## config.mk

```make
export PLATFORM = sky130hd
export DESIGN_NAME = escaped_packet_deframer_top
export DESIGN_NICKNAME = d
export VERILOG_FILES = /design/src/hw/rtl/epd_pkg.sv /design/src/hw/rtl/epd_step.sv /design/src/hw/rtl/escaped_packet_deframer_top.sv
export SDC_FILE = /design/constraint.sdc
export NUM_CORES = 1
export LEC_CHECK = 0
export BUFFER_PORTS_ARGS = -buffer_cell sky130_fd_sc_hd__buf_2
export CAP_MARGIN = 20
export CORE_MARGIN = 2
export CORE_UTILIZATION = 31
export CTS_CLUSTER_SIZE = 24
export DETAILED_ROUTE_END_ITERATION = 7
export PLACE_DENSITY = 0.61
export SETUP_SLACK_MARGIN = 0.4
export SYNTH_ARGS = -nofsm -noshare
export SYNTH_HDL_FRONTEND = slang
export SYNTH_SLANG_ARGS = --single-unit
```

## constraint.sdc

```tcl
create_clock -name clock -period 2.8 [get_ports clock]
set_input_delay 0.56 -clock clock [delete_from_list [all_inputs] [get_ports clock]]
set_output_delay 0.56 -clock clock [all_outputs]
set_load 0.005 [all_outputs]
```

## src/hw/rtl/epd_pkg.sv

```systemverilog
`default_nettype none

package epd_pkg;

   localparam logic [7:0] BYTE_START     = 8'hAA;
   localparam logic [7:0] BYTE_ESCAPE    = 8'hBB;
   localparam logic [7:0] BYTE_END       = 8'hCC;
   localparam logic [7:0] ESC_FOR_START  = 8'h55;
   localparam logic [7:0] ESC_FOR_ESCAPE = 8'h44;
   localparam logic [7:0] ESC_FOR_END    = 8'h33;
   localparam logic [7:0] TALLY_MAX      = 8'hFF;

   typedef enum logic [1:0] {
      KIND_PAYLOAD = 2'd0,
      KIND_GOOD    = 2'd1,
      KIND_BAD     = 2'd2,
      KIND_ABORT   = 2'd3
   } epd_kind_type;

   typedef struct packed {
      epd_kind_type kind;
      logic [7:0]   data_byte;
      logic [7:0]   error_count;
   } epd_result_type;

endpackage

`default_nettype wire

```

## src/hw/rtl/epd_step.sv

```systemverilog
`default_nettype none

module epd_step
   import epd_pkg::*;
(
   input  wire logic           clock,
   input  wire logic           reset,
   input  wire logic           fire,
   input  wire logic [7:0]     rx_byte,
   output logic                res_valid,
   output epd_result_type      res
);

   logic       in_packet_ff, in_packet_in;
   logic       in_escape_ff, in_escape_in;
   logic       held_valid_ff, held_valid_in;
   logic [7:0] held_byte_ff, held_byte_in;
   logic [7:0] running_sum_ff, running_sum_in;
   logic [7:0] error_tally_ff, error_tally_in;

   logic [7:0] tally_bump;
   logic       do_push;
   logic [7:0] push_byte;
   logic       good;

   assign tally_bump = (error_tally_ff == TALLY_MAX) ? TALLY_MAX : error_tally_ff + 8'd1;
   assign good       = held_valid_ff && (running_sum_ff == held_byte_ff);

   always_comb begin
      in_packet_in   = in_packet_ff;
      in_escape_in   = in_escape_ff;
      held_valid_in  = held_valid_ff;
      held_byte_in   = held_byte_ff;
      running_sum_in = running_sum_ff;
      error_tally_in = error_tally_ff;
      res_valid      = 1'b0;
      res.kind       = KIND_PAYLOAD;
      res.data_byte  = 8'd0;
      do_push        = 1'b0;
      push_byte      = rx_byte;

      priority if (rx_byte == BYTE_START) begin
         if (in_packet_ff) begin
            error_tally_in = tally_bump;
            res_valid      = 1'b1;
            res.kind       = KIND_ABORT;
         end
         in_packet_in   = 1'b1;
         in_escape_in   = 1'b0;
         held_valid_in  = 1'b0;
         held_byte_in   = 8'd0;
         running_sum_in = 8'd0;
      end else if (!in_packet_ff) begin
         // idle line: drop
      end else if (rx_byte == BYTE_END) begin
         error_tally_in = good ? 8'd0 : tally_bump;
         res_valid      = 1'b1;
         res.kind       = good ? KIND_GOOD : KIND_BAD;
         in_packet_in   = 1'b0;
         in_escape_in   = 1'b0;
         held_valid_in  = 1'b0;
         held_byte_in   = 8'd0;
         running_sum_in = 8'd0;
      end else if (in_escape_ff) begin
         in_escape_in = 1'b0;
         unique case (rx_byte)
            ESC_FOR_START: begin
               do_push   = 1'b1;
               push_byte = BYTE_START;
            end
            ESC_FOR_ESCAPE: begin
               do_push   = 1'b1;
               push_byte = BYTE_ESCAPE;
            end
            ESC_FOR_END: begin
               do_push   = 1'b1;
               push_byte = BYTE_END;
            end
            default: begin
               error_tally_in = tally_bump;
            end
         endcase
      end else if (rx_byte == BYTE_ESCAPE) begin
         in_escape_in = 1'b1;
      end else begin
         do_push = 1'b1;
      end

      // release the held byte as payload, hold the new one
      if (do_push) begin
         if (held_valid_ff) begin
            running_sum_in = running_sum_ff + held_byte_ff;
            res_valid      = 1'b1;
            res.kind       = KIND_PAYLOAD;
            res.data_byte  = held_byte_ff;
         end
         held_byte_in  = push_byte;
         held_valid_in = 1'b1;
      end

      res.error_count = error_tally_in;
   end

   always_ff @(posedge clock) begin
      if (reset) begin
         in_packet_ff   <= 1'b0;
         in_escape_ff   <= 1'b0;
         held_valid_ff  <= 1'b0;
         held_byte_ff   <= 8'd0;
         running_sum_ff <= 8'd0;
         error_tally_ff <= 8'd0;
      end else if (fire) begin
         in_packet_ff   <= in_packet_in;
         in_escape_ff   <= in_escape_in;
         held_valid_ff  <= held_valid_in;
         held_byte_ff   <= held_byte_in;
         running_sum_ff <= running_sum_in;
         error_tally_ff <= error_tally_in;
      end
   end

endmodule

`default_nettype wire

```

## src/hw/rtl/escaped_packet_deframer_top.sv

```systemverilog
// Channel   Direction  Ports             Contents
// req       in         req_tdata[7:0]    rx_byte
// rsp       out        rsp_tdata[15:0]   data_byte, error_count
//                      rsp_tuser[1:0]    result_kind
//
// One raw byte per cycle while rsp is not stalled: a byte lands in the input
// register, is decoded against the framing state in a single pass, and its
// result (if any) is written to the output register when the decode advances.
// Reset (synchronous, active high) clears the framing state and error count.
// A stalled rsp side holds its result; req keeps accepting while the
// input register can advance into a free or draining output register.
`default_nettype none

module escaped_packet_deframer_top
   import epd_pkg::*;
(
   input  wire logic        clock,
   input  wire logic        reset,

   input  wire logic        req_tvalid,
   output logic             req_tready,
   input  wire logic [7:0]  req_tdata,   // [7:0] rx_byte

   output logic             rsp_tvalid,
   input  wire logic        rsp_tready,
   output logic [15:0]      rsp_tdata,   // [7:0] data_byte, [15:8] error_count
   output logic [1:0]       rsp_tuser    // [1:0] result_kind
);

   // Input register: holds one received byte awaiting decode.
   logic       in_valid_ff;
   logic [7:0] in_byte_ff;

   // Output register: one finished result awaiting transfer.
   logic           out_valid_ff, out_valid_in;
   epd_result_type out_res_ff;

   logic           advance;
   logic           step_valid;
   epd_result_type step_res;

   // Advance the decode when a byte is waiting and the output slot is free
   // or being emptied by this cycle's transfer.
   assign advance    = in_valid_ff && (!out_valid_ff || rsp_tready);
   assign req_tready = !in_valid_ff || advance;

   epd_step u_step (
      .clock     (clock),
      .reset     (reset),
      .fire      (advance),
      .rx_byte   (in_byte_ff),
      .res_valid (step_valid),
      .res       (step_res)
   );

   always_ff @(posedge clock) begin
      if (reset) begin
         in_valid_ff <= 1'b0;
      end else if (req_tready) begin
         in_valid_ff <= req_tvalid;
      end
   end

   always_ff @(posedge clock) begin
      if (req_tvalid && req_tready) begin
         in_byte_ff <= req_tdata;
      end
   end

   always_comb begin
      out_valid_in = out_valid_ff;
      if (advance) begin
         out_valid_in = step_valid;
      end else if (rsp_tready) begin
         out_valid_in = 1'b0;
      end
   end

   always_ff @(posedge clock) begin
      if (reset) begin
         out_valid_ff <= 1'b0;
      end else begin
         out_valid_ff <= out_valid_in;
      end
   end

   // Payload register loads only with a real result.
   always_ff @(posedge clock) begin
      if (advance && step_valid) begin
         out_res_ff <= step_res;
      end
   end

   assign rsp_tvalid = out_valid_ff;
   assign rsp_tdata  = {out_res_ff.error_count, out_res_ff.data_byte};
   assign rsp_tuser  = out_res_ff.kind;

endmodule

`default_nettype wire
```

# Yosys cells after proc, flatten, opt, wreduce, memory -nomap -nowiden
# Index checks and enable logic that the tools add are counted.
dict set report classes {
  add_sub_neg 2
  multipliers 0
  div_mod_pow 0
  magnitude_cmp 0
  n_eq_ne 8
  n_shift 0
  n_mux 55
  bitwise_logic 0
  reduce_logical 16
}
# operator count
set op_table {}
lappend op_table {{$mux 8} 21}
lappend op_table {{$eq 8x8->1 const B} 4}
lappend op_table {{$mux 1} 26}
lappend op_table {{$pmux 8 s3} 1}
lappend op_table {{$mux 10} 2}
lappend op_table {{$eq 8x7->1 const B} 2}
lappend op_table {{$mux 2} 5}
lappend op_table {{$add 8x1->8 const B} 1}
lappend op_table {{$add 8x8->8} 1}
lappend op_table {{$eq 8x6->1 const B} 1}
lappend op_table {{$eq 8x8->1} 1}
lappend op_table {{$reduce_bool 3->1} 2}
lappend op_table {{$logic_and 1x1->1} 4}
lappend op_table {{$reduce_and 2->1} 2}
lappend op_table {{$reduce_bool 2->1} 2}
lappend op_table {{$reduce_and 3->1} 1}
lappend op_table {{$reduce_or 3->1} 1}
lappend op_table {{$logic_not 1->1} 2}
lappend op_table {{$logic_or 1x1->1} 2}
dict set report totals {
  register_bits 55
  latch_bits 0
  mem_bits_rw 0
  mem_bits_ro 0
  in_bits 12
  elab_cells 93
  mem_count 0
}

# Longest topological paths before layout
# Gate-level depths: netlist (run 1).
dict set report depth {
  word_depth 9
  depth_mapped 9
  depth_no_buf 9
}

# By module
# A second synthesis (run 1) with hierarchy kept.
dict set report unflattened {
  cells_unflattened 286
  area_unflattened_um2 2866.5
}
# module n_inst cells_each area_each_um2
set by_module_without_submodules {}
lappend by_module_without_submodules {epd_step 1 249 1983.2}
lappend by_module_without_submodules {escaped_packet_deframer_top 1 37 883.3}

# Least setup slack after synthesis (run 1)
# No wires, ideal clock.
dict set report synth_path {
  path_type {register to register}
  startpoint {register in_byte_ff[4]}
  endpoint {register out_res_ff (netlist bit rsp_tdata[0]), enable pin}
  setup_time_ps 399
  arrival_time_ps 2381
  slack_ps 20
  path_stages_with_launch 5
  period_less_slack_ps 2780
  path_cell_list {edfxtp_1 > or4bb_1 > nor2_1 > o21ai_0 > a21oi_1}
}
dict set report synth_between {
  elab_chain_len 9
  elab_cells_between_ends 19
  classes_between {eq/ne (6); mux (11); reduce/logical (2)}
}
# element line
set synth_rtl {}
lappend synth_rtl {{from (decl)} escaped_packet_deframer_top.sv:32} ;# logic [7:0] in_byte_ff;
lappend synth_rtl {{from (signal assigned)} escaped_packet_deframer_top.sv:66} ;# in_byte_ff <= req_tdata;
lappend synth_rtl {{$eq 8x7->1 or $eq 8x6->1 (tied branches)} epd_step.sv:66} ;# unique case (rx_byte)
lappend synth_rtl {{$reduce_or 3->1 (no line)} --}
lappend synth_rtl {{$mux 1} epd_step.sv:66}
lappend synth_rtl {{$mux 1} epd_step.sv:64} ;# end else if (in_escape_ff) begin
lappend synth_rtl {{$mux 1} epd_step.sv:55} ;# end else if (rx_byte == BYTE_END) begin
lappend synth_rtl {{$mux 1} epd_step.sv:53} ;# end else if (!in_packet_ff) begin
lappend synth_rtl {{$mux 1} epd_step.sv:42} ;# priority if (rx_byte == BYTE_START) begin
lappend synth_rtl {{$mux 1 (*)} epd_step.sv:90} ;# if (do_push) begin
lappend synth_rtl {{$logic_and 1x1->1 (*)} escaped_packet_deframer_top.sv:89} ;# if (advance && step_valid) begin
lappend synth_rtl {{to (signal assigned)} escaped_packet_deframer_top.sv:90} ;# out_res_ff <= step_res;
lappend synth_rtl {{to (decl)} escaped_packet_deframer_top.sv:36} ;# epd_result_type out_res_ff;
# Mark *: on every way between the ends. The rest lies on a longest branch, timed or not.
# A chain may end at the register's enable or synchronous reset.

# Worst setup path in the final report (run 1)
dict set report layout_path {
  startpoint {register in_byte_ff[4]}
  endpoint {register out_res_ff (netlist bit rsp_tuser[0]), enable pin}
}
# The elaborated chain is that of the path after synthesis.

==> metrics.yaml, run 1 <==
outcome:
  outcome: "complete, no violations"
clocking:
  tritoncts: "built"
  clk_latency_ns: 0.30
  cell_at_the_root_of_the_clock_tree: "sky130_fd_sc_hd__clkbuf_8"
  clock_buffer_count_from_cts: 5
  hold_buffers: 0
  htree_num_levels: 2
  clkTransAtPathRegs_ns: 0.09
  cts.sink_count: 55
  clk_path_buf_depth: 2
yosys:
  synth_top_flop_cell: "sky130_fd_sc_hd__dfxtp_1"
  post_synth_xor_area_fraction: 0.0244
  post_synth_mux_area_share: 0.0105
  yosysUniqueCellTypes: 58
  synthArstFlopShare: 0
  syn_area_per_cell_um2: 9.86
  yosys_warnings: 0
  netlist.top_cell.by_area: "sky130_fd_sc_hd__edfxtp_1"
  mappedNetlistArea_um2: 2870
  synth_simple_gate_area_frac: 0.237
  yosysMostFrequentCell: "sky130_fd_sc_hd__dfxtp_1"
  synthCells: 291
  flop_and_latch_count_out_of_synthesis: 55
  number_of_enable_flip_flop_cells_after_synthesis: 26
  synth_top_cells_by_count: "sky130_fd_sc_hd__dfxtp_1 (29), sky130_fd_sc_hd__a21oi_1 (27), sky130_fd_sc_hd__nor2_1 (27)"
  synth_fp_nets: 312
  synth-seq-area-share: 0.474
  largest_family_of_logic_cells_by_synthesized_area: "simple AND/OR/NAND/NOR gates"
  synth_compound_area_frac: 0.190
  yosys.area.top_type_share: 0.272
  synth-adder-area-share: 0.0418
  dominant_cells_by_area_after_synthesis: "sky130_fd_sc_hd__edfxtp_1 (27%), sky130_fd_sc_hd__dfxtp_1 (20%), sky130_fd_sc_hd__a21oi_1 (4.7%)"
cells_and_area:
  nets: 351
  drive_gt1_frac: 0.202
  area_growth_syn_to_layout_pct: 15.3
  layoutNonFillerInstCount: 442
  n_antenna_cell: 0
setup_path:
  cp_slowest_cell: "sky130_fd_sc_hd__or4bb_1"
  timing_worst_setup_path_type: "reg2reg"
  cp_max_fo: 18
  signal_arrival_time_at_the_worst_endpoint_ns: 2.31
  path_delay_family: "simple AND/OR/NAND/NOR gates"
  cp_cell_sequence: "or4bb_1 -> nor2_2 -> o21ai_0 -> a21oi_4 -> buf_6"
  cp_num_buf_inv: 1
  crit_required_ns: 2.81
  kind_of_start_point_of_the_critical_path: "flip-flop"
  timing.critical_path.slowest_cell_delay_ns: 0.61
  critical_path.endpoint_type: "flip-flop"
grt:
  first_global_vias: 2129
  antenna_found_initial: 0
  global_route_wire_length_before_repair_um: 10600
  grt_remaining_overflow: 0
  aggregate_global_route_resource_usage: 0.131
  largest_net_degree_at_the_start_of_global_routing: 24
floorplan:
  placeableCoreArea_um2: 9110
  die_w_um: 100
  floorplan.die_area_um2: 10000
  die_height_um: 100
  std_cell_rows: 35
  initial_core_util: 0.315
  pin_count: 32
route:
  final_antenna_net_count: 0
  count_of_vias_placed_by_the_detailed_router: 2280
  post-route-drc-count: 0
  drt_iter0_drc: 112
  postRouteWirelength_um: 6350
  via_per_inst: 5.16
  wl_per_cell_um: 14.4
  detail_route.first_pass.iterations: 4
sta:
  unrepaired_setup_endpoints_after_global_routing: "no"
  whs_ns: 0.426
  timing.final.setup_violations: 0
  maxSlewViolCount: 0
  max_freq_mhz: 436
  timing.final.crit_share: 0.820
  finClkSkew_ns: 0.00849
  endpoints_failing_hold: 0
  relSlewSlack: 0.584
  worst_tran_pin_value_ns: 0.624
  final.min_clock_period_ns: 2.29
  setup_total_negative_slack_ns: 0
power_and_ir_drop:
  power_per_cell_area_nw_per_um2: 409
  cellLeakagePower_uw: 0.00114
  worst_ir_drop_vdd_mv: 0.188
  report.power.total_uw: 1350
flow_run:
  maxCapViolations: 0
place:
  gpl.final_weighted_congestion: 0.885
  count_of_buffers_inserted_at_the_top_level_ports: 31
  cells_after_dpl: 427
  detailedPlacementHpwl_um: 4640
hold_path:
  timing.hold.worst.class: "in2reg"
## sequential cells by signal, indices dropped and copies added, names as in the netlist
register and flops:
in_byte_ff 8, in_valid_ff 1, rsp_tdata 16, rsp_tuser 2
rsp_tvalid 1, u_step.error_tally_ff 8, u_step.held_byte_ff 8, u_step.held_valid_ff 1
u_step.in_escape_ff 1, u_step.in_packet_ff 1, u_step.running_sum_ff 8
## layout make-up
class	instances	area, um^2
fill	947	5800
multi-input combinational	221	1470
sequential	55	1360
timing repair buffer	41	234
tap	111	139
clock buffer	6	72.6
inverter	6	22.5
clock inverter	2	12.5
## what timing repair did
item,CTS,global route
buffers inserted,1,6
endpoints found under the hold margin,0,0
pin swaps,1,2
resized for setup,3,1
setup endpoints to repair,19,33
## per-stage QoR
stage,worst slack [ns],util,area (um^2)
finish,0.505,0.363,3310
global route,0.400,0.363,3310
CTS,0.399,0.358,3260
detailed placement,0.373,0.347,3160
global placement,0.418,0.347,3160
floorplan,0.525,-,2880
## worst paths after layout
kind	end	startpoint	slack [ns]	cells past startpoint
setup / recovery	rsp_tuser[0]	in_byte_ff[4]	0.51	5
hold / removal	in_byte_ff[0]	req_tdata[0]	0.43	1
setup reg to reg	rsp_tuser[0]	in_byte_ff[4]	0.51	5
hold reg to reg	u_step.running_sum_ff[3]	u_step.running_sum_ff[3]	0.48	2
## placed cells by master, fill, tap and decap left out, types with 2 or more instances in the layout
cell                         n
sky130_fd_sc_hd__a21oi_1    26
sky130_fd_sc_hd__a22o_1      5
sky130_fd_sc_hd__a31oi_1     2
sky130_fd_sc_hd__a32oi_1     3
sky130_fd_sc_hd__and2_1      9
sky130_fd_sc_hd__and4bb_2    2
sky130_fd_sc_hd__buf_2      31
sky130_fd_sc_hd__buf_4       9
sky130_fd_sc_hd__clkbuf_8    5
sky130_fd_sc_hd__dfxtp_1    29
sky130_fd_sc_hd__edfxtp_1   26
sky130_fd_sc_hd__ha_1        8
sky130_fd_sc_hd__inv_1       6
sky130_fd_sc_hd__mux2i_1     3
sky130_fd_sc_hd__nand2_1    25
sky130_fd_sc_hd__nand2b_1    4
sky130_fd_sc_hd__nand3_1    21
sky130_fd_sc_hd__nand3b_1    3
sky130_fd_sc_hd__nand4_1     2
sky130_fd_sc_hd__nor2_1     25
sky130_fd_sc_hd__nor2_2      2
sky130_fd_sc_hd__nor2b_1     3
sky130_fd_sc_hd__nor3_1      6
sky130_fd_sc_hd__o211ai_1    2
sky130_fd_sc_hd__o21a_1      3
sky130_fd_sc_hd__o21ai_0    12
sky130_fd_sc_hd__o2bb2ai_1   8
sky130_fd_sc_hd__o31ai_1     3
sky130_fd_sc_hd__or2_2       3
sky130_fd_sc_hd__or3_1       3
sky130_fd_sc_hd__xnor2_1     5
sky130_fd_sc_hd__xor2_1      3
## layer usage
layer | vias up | GRT usage | wire [um]
li1 | 1164 | - | -
met1 | 1046 | 0.202 | 3370
met2 | 65 | 0.192 | 2640
met3 | 5 | 0.0202 | 279
met4 | 0 | 0.0285 | 58
met5 | - | 0 | 0
## report_power, final
part | switching, uW | internal [uW] | leakage [uW] | total (uW)
clock | 250 | 176 | 0.0000428 | 425
sequential | 14.1 | 847 | 0.000476 | 861
combinational | 35.5 | 29.5 | 0.000621 | 65.0
## worst reg2reg max path, stage by stage, from the launching register on
cell and delay (ns):
sky130_fd_sc_hd__edfxtp_1 0.48, sky130_fd_sc_hd__or4bb_1 0.61, sky130_fd_sc_hd__nor2_2 0.26, sky130_fd_sc_hd__o21ai_0 0.22, sky130_fd_sc_hd__a21oi_4 0.22, sky130_fd_sc_hd__buf_6 0.21
## cells by family after synthesis
family | after synthesis
muxes | 3
buffers and inverters | 15
AOI/OAI and AO/OA | 78
and+or+nand+nor | 123
adders and majority gates | 9
xor gates and xnor gates | 8
DFF | 55
Note: power is estimated with default switching activity, not from simulation.
==> run 2, diff against run 1 <==
==> constraint.sdc (replaced) <==
create_clock -name clock -period 2.1 [get_ports clock]
set_input_delay 0.42 -clock clock [delete_from_list [all_inputs] [get_ports clock]]
set_output_delay 0.42 -clock clock [all_outputs]
set_load 0.005 [all_outputs]
==> run 2 against run 1 <==
The flow now finishes with violations (negative setup slack); final area is 35% higher; routed wire length is 35% higher; worst hold slack worse by 0.16 ns; via count is 21% higher; flip-flop and latch count stayed put; die area stayed put; count of clock-buffer cells in the layout is 1 lower; setup slack worse by 0.60 ns; critical endpoint is now rsp_tdata[14].
==> metrics.yaml, run 2 (synthesis results as in run 1) <==
grt:
  first_global_vias: 2475  # +16%
  antenna_found_initial: 0  # unchanged
  largest_net_degree_at_the_start_of_global_routing: 19  # -21%
  global_route_wire_length_before_repair_um: 12200  # +15%
  aggregate_global_route_resource_usage: 0.153  # +0.0223
  grt_remaining_overflow: 0  # unchanged
setup_path:
  critPathMostFrequentCell: "sky130_fd_sc_hd__a21oi_2"
  cp_max_fo: 4  # -14
  kind_of_start_point_of_the_critical_path: "flip-flop"
  timing.reg2reg.setup_slack_ns: -0.1  # -0.60 ns
  cp_cell_sequence: "or4bb_4 -> nor2_4 -> a21oi_2 -> a221oi_2 -> a31oi_1 -> buf_4 -> a21oi_2"
  signal_arrival_time_at_the_worst_endpoint_ns: 2.36  # +0.05 ns
  path_delay_family: "simple AND/OR/NAND/NOR gates"
  crit_required_ns: 2.27  # -0.54 ns
  cp_slowest_cell: "sky130_fd_sc_hd__or4bb_4"
  timing_worst_setup_path_type: "reg2reg"
  timing.critical_path.slowest_cell_delay_ns: 0.63  # +0.02 ns
  critical_path.endpoint_type: "flip-flop"
  cp_num_buf_inv: 1  # unchanged
power_and_ir_drop:
  report.power.total_uw: 1910  # +41%
  power_per_cell_area_nw_per_um2: 427  # +4.6%
  worst_ir_drop_vdd_mv: 0.248  # +32%
  cellLeakagePower_uw: 0.00163  # +43%
hold_path:
  timing.hold.worst.class: "in2reg"
sta:
  max_freq_mhz: 455  # +4.5%
  maxSlewViolCount: 0  # unchanged
  finClkSkew_ns: 0.0159  # +0.00737 ns
  final_critical_path_setup_slack_ns: -0.0967  # -0.602 ns
  relSlewSlack: 0.657  # +0.0732
  unrepaired_setup_endpoints_after_global_routing: "yes"
  final.min_clock_period_ns: 2.20  # -0.0980 ns
  worst_tran_pin_value_ns: 0.514  # -0.110 ns
  timing.final.crit_share: 1.05  # +0.227
  endpoints_failing_hold: 0  # unchanged
  timing.final.setup_violations: 16  # +16
cells_and_area:
  design_area_um2: 4470  # +35%
  mostFrequentLayoutCell: "sky130_fd_sc_hd__buf_4"
  area_growth_syn_to_layout_pct: 55.7
  n_antenna_cell: 0  # unchanged
  largest_reg_flops: 16  # unchanged
  layout.cells.most_common_list: "sky130_fd_sc_hd__buf_4 (63), sky130_fd_sc_hd__buf_2 (31), sky130_fd_sc_hd__edfxtp_1 (26)"
  drive_gt1_frac: 0.554  # +0.351
  utilization: 0.491  # +0.127
  nets: 421  # +20%
place:
  detailedPlacementHpwl_um: 5240  # +13%
  gpl.final_weighted_congestion: 0.833  # -5.9%
  dpl_cell_area_um2: 3510  # +11%
  placement.setup.worst_slack_ns: -0.176  # -0.549 ns
  count_of_buffers_inserted_at_the_top_level_ports: 31  # unchanged
route:
  wl_per_cell_um: 16.7  # +17%
  final_antenna_net_count: 0  # unchanged
  count_of_vias_placed_by_the_detailed_router: 2755  # +21%
  post-route-drc-count: 0  # unchanged
  detail_route.first_pass.iterations: 5  # +1
  postRouteWirelength_um: 8570  # +35%
  via_per_inst: 5.38  # +4.3%
  drt_iter0_drc: 134  # +20%
clocking:
  cts.sink_count: 55  # unchanged
  hold_buffers: 0  # unchanged
  clk_latency_ns: 0.33  # +0.03 ns
  cell_at_the_root_of_the_clock_tree: "sky130_fd_sc_hd__clkbuf_8"
  clk_path_buf_depth: 2  # unchanged
  clock_buffer_count_from_cts: 5  # unchanged
  htree_num_levels: 2  # unchanged
  clkTransAtPathRegs_ns: 0.10  # about the same
  tritoncts: "built"
floorplan:
  initial_core_util: 0.315  # unchanged
  std_cell_rows: 35  # unchanged
  die_height_um: 100  # unchanged
  die_w_um: 100  # unchanged
  placeableCoreArea_um2: 9110  # unchanged
  floorplan.die_area_um2: 10000  # unchanged
  pin_count: 32  # unchanged
outcome:
  outcome: "complete, but fails checks"
  failed_checks: "negative setup slack"
flow_run:
  maxCapViolations: 0  # unchanged
run 2: changes by cell type in the layout (fill, tap and decap cells not counted), sizes merged:
cell	previous run	this run
inv	6	7
a21oi	28	29
clkbuf	6	5
buf	41	110
run 2: repair_timing:
item / 4_1_cts / 5_1_grt
endpoints found under the hold margin: 0 / 0
pin swaps: 20 / 25
gates cloned: 1 / 0
resized for setup: 57 / 69
endpoints found under the setup margin: 62 / 64
buffers inserted: 13 / 23
run 2: area by class of cell:
| class | count | area, um^2 |
|---|---|---|
| clock inverter | 3 | 18.8 |
| inverter | 6 | 22.5 |
| timing repair buffer | 110 | 817 |
| fill | 818 | 4640 |
| multi-input combinational | 222 | 2030 |
| sequential | 55 | 1380 |
| clock buffer | 5 | 68.8 |
| tap | 111 | 139 |
run 2: path summary, 6_finish.rpt:
kind,start,end,cells after the start
setup reg to reg,in_byte_ff[0],rsp_tdata[14],7
hold / removal,req_tdata[7],in_byte_ff[7],1
setup / recovery,in_byte_ff[0],rsp_tdata[14],7
hold reg to reg,u_step.running_sum_ff[0],u_step.running_sum_ff[0],2
run 2: per-stage QoR:
| stage | TNS [ns] | hold slack (ns) | cells |
|---|---|---|---|
| 6_report | -0.379 | 0.265 | 512 |
| 5_1_grt | -2.48 | 0.259 | 512 |
| 4_1_cts | -0.870 | 0.270 | 489 |
| 3_5_place_dp | -0.985 | 0.466 | 467 |
| 3_3_place_gp | -0.382 | 0.457 | 467 |
| 2_1_floorplan | -0.998 | 0.448 | 291 |
run 2: power breakdown:
part           internal (uW)  switching [uW]  total, uW
Sequential              1130            12.4       1140
Clock                    236             365        601
Combinational           85.9            82.2        168
Total                   1450             460       1910
run 2: per-layer routing:
metal,routed length [um],share of wire,vias up,global-route usage
li1,-,-,1307,-
met1,3760,0.44,1337,0.203
met2,4220,0.49,93,0.257
met3,403,0.047,18,0.0216
met4,181,0.021,0,0.0506
met5,0,0,-,0
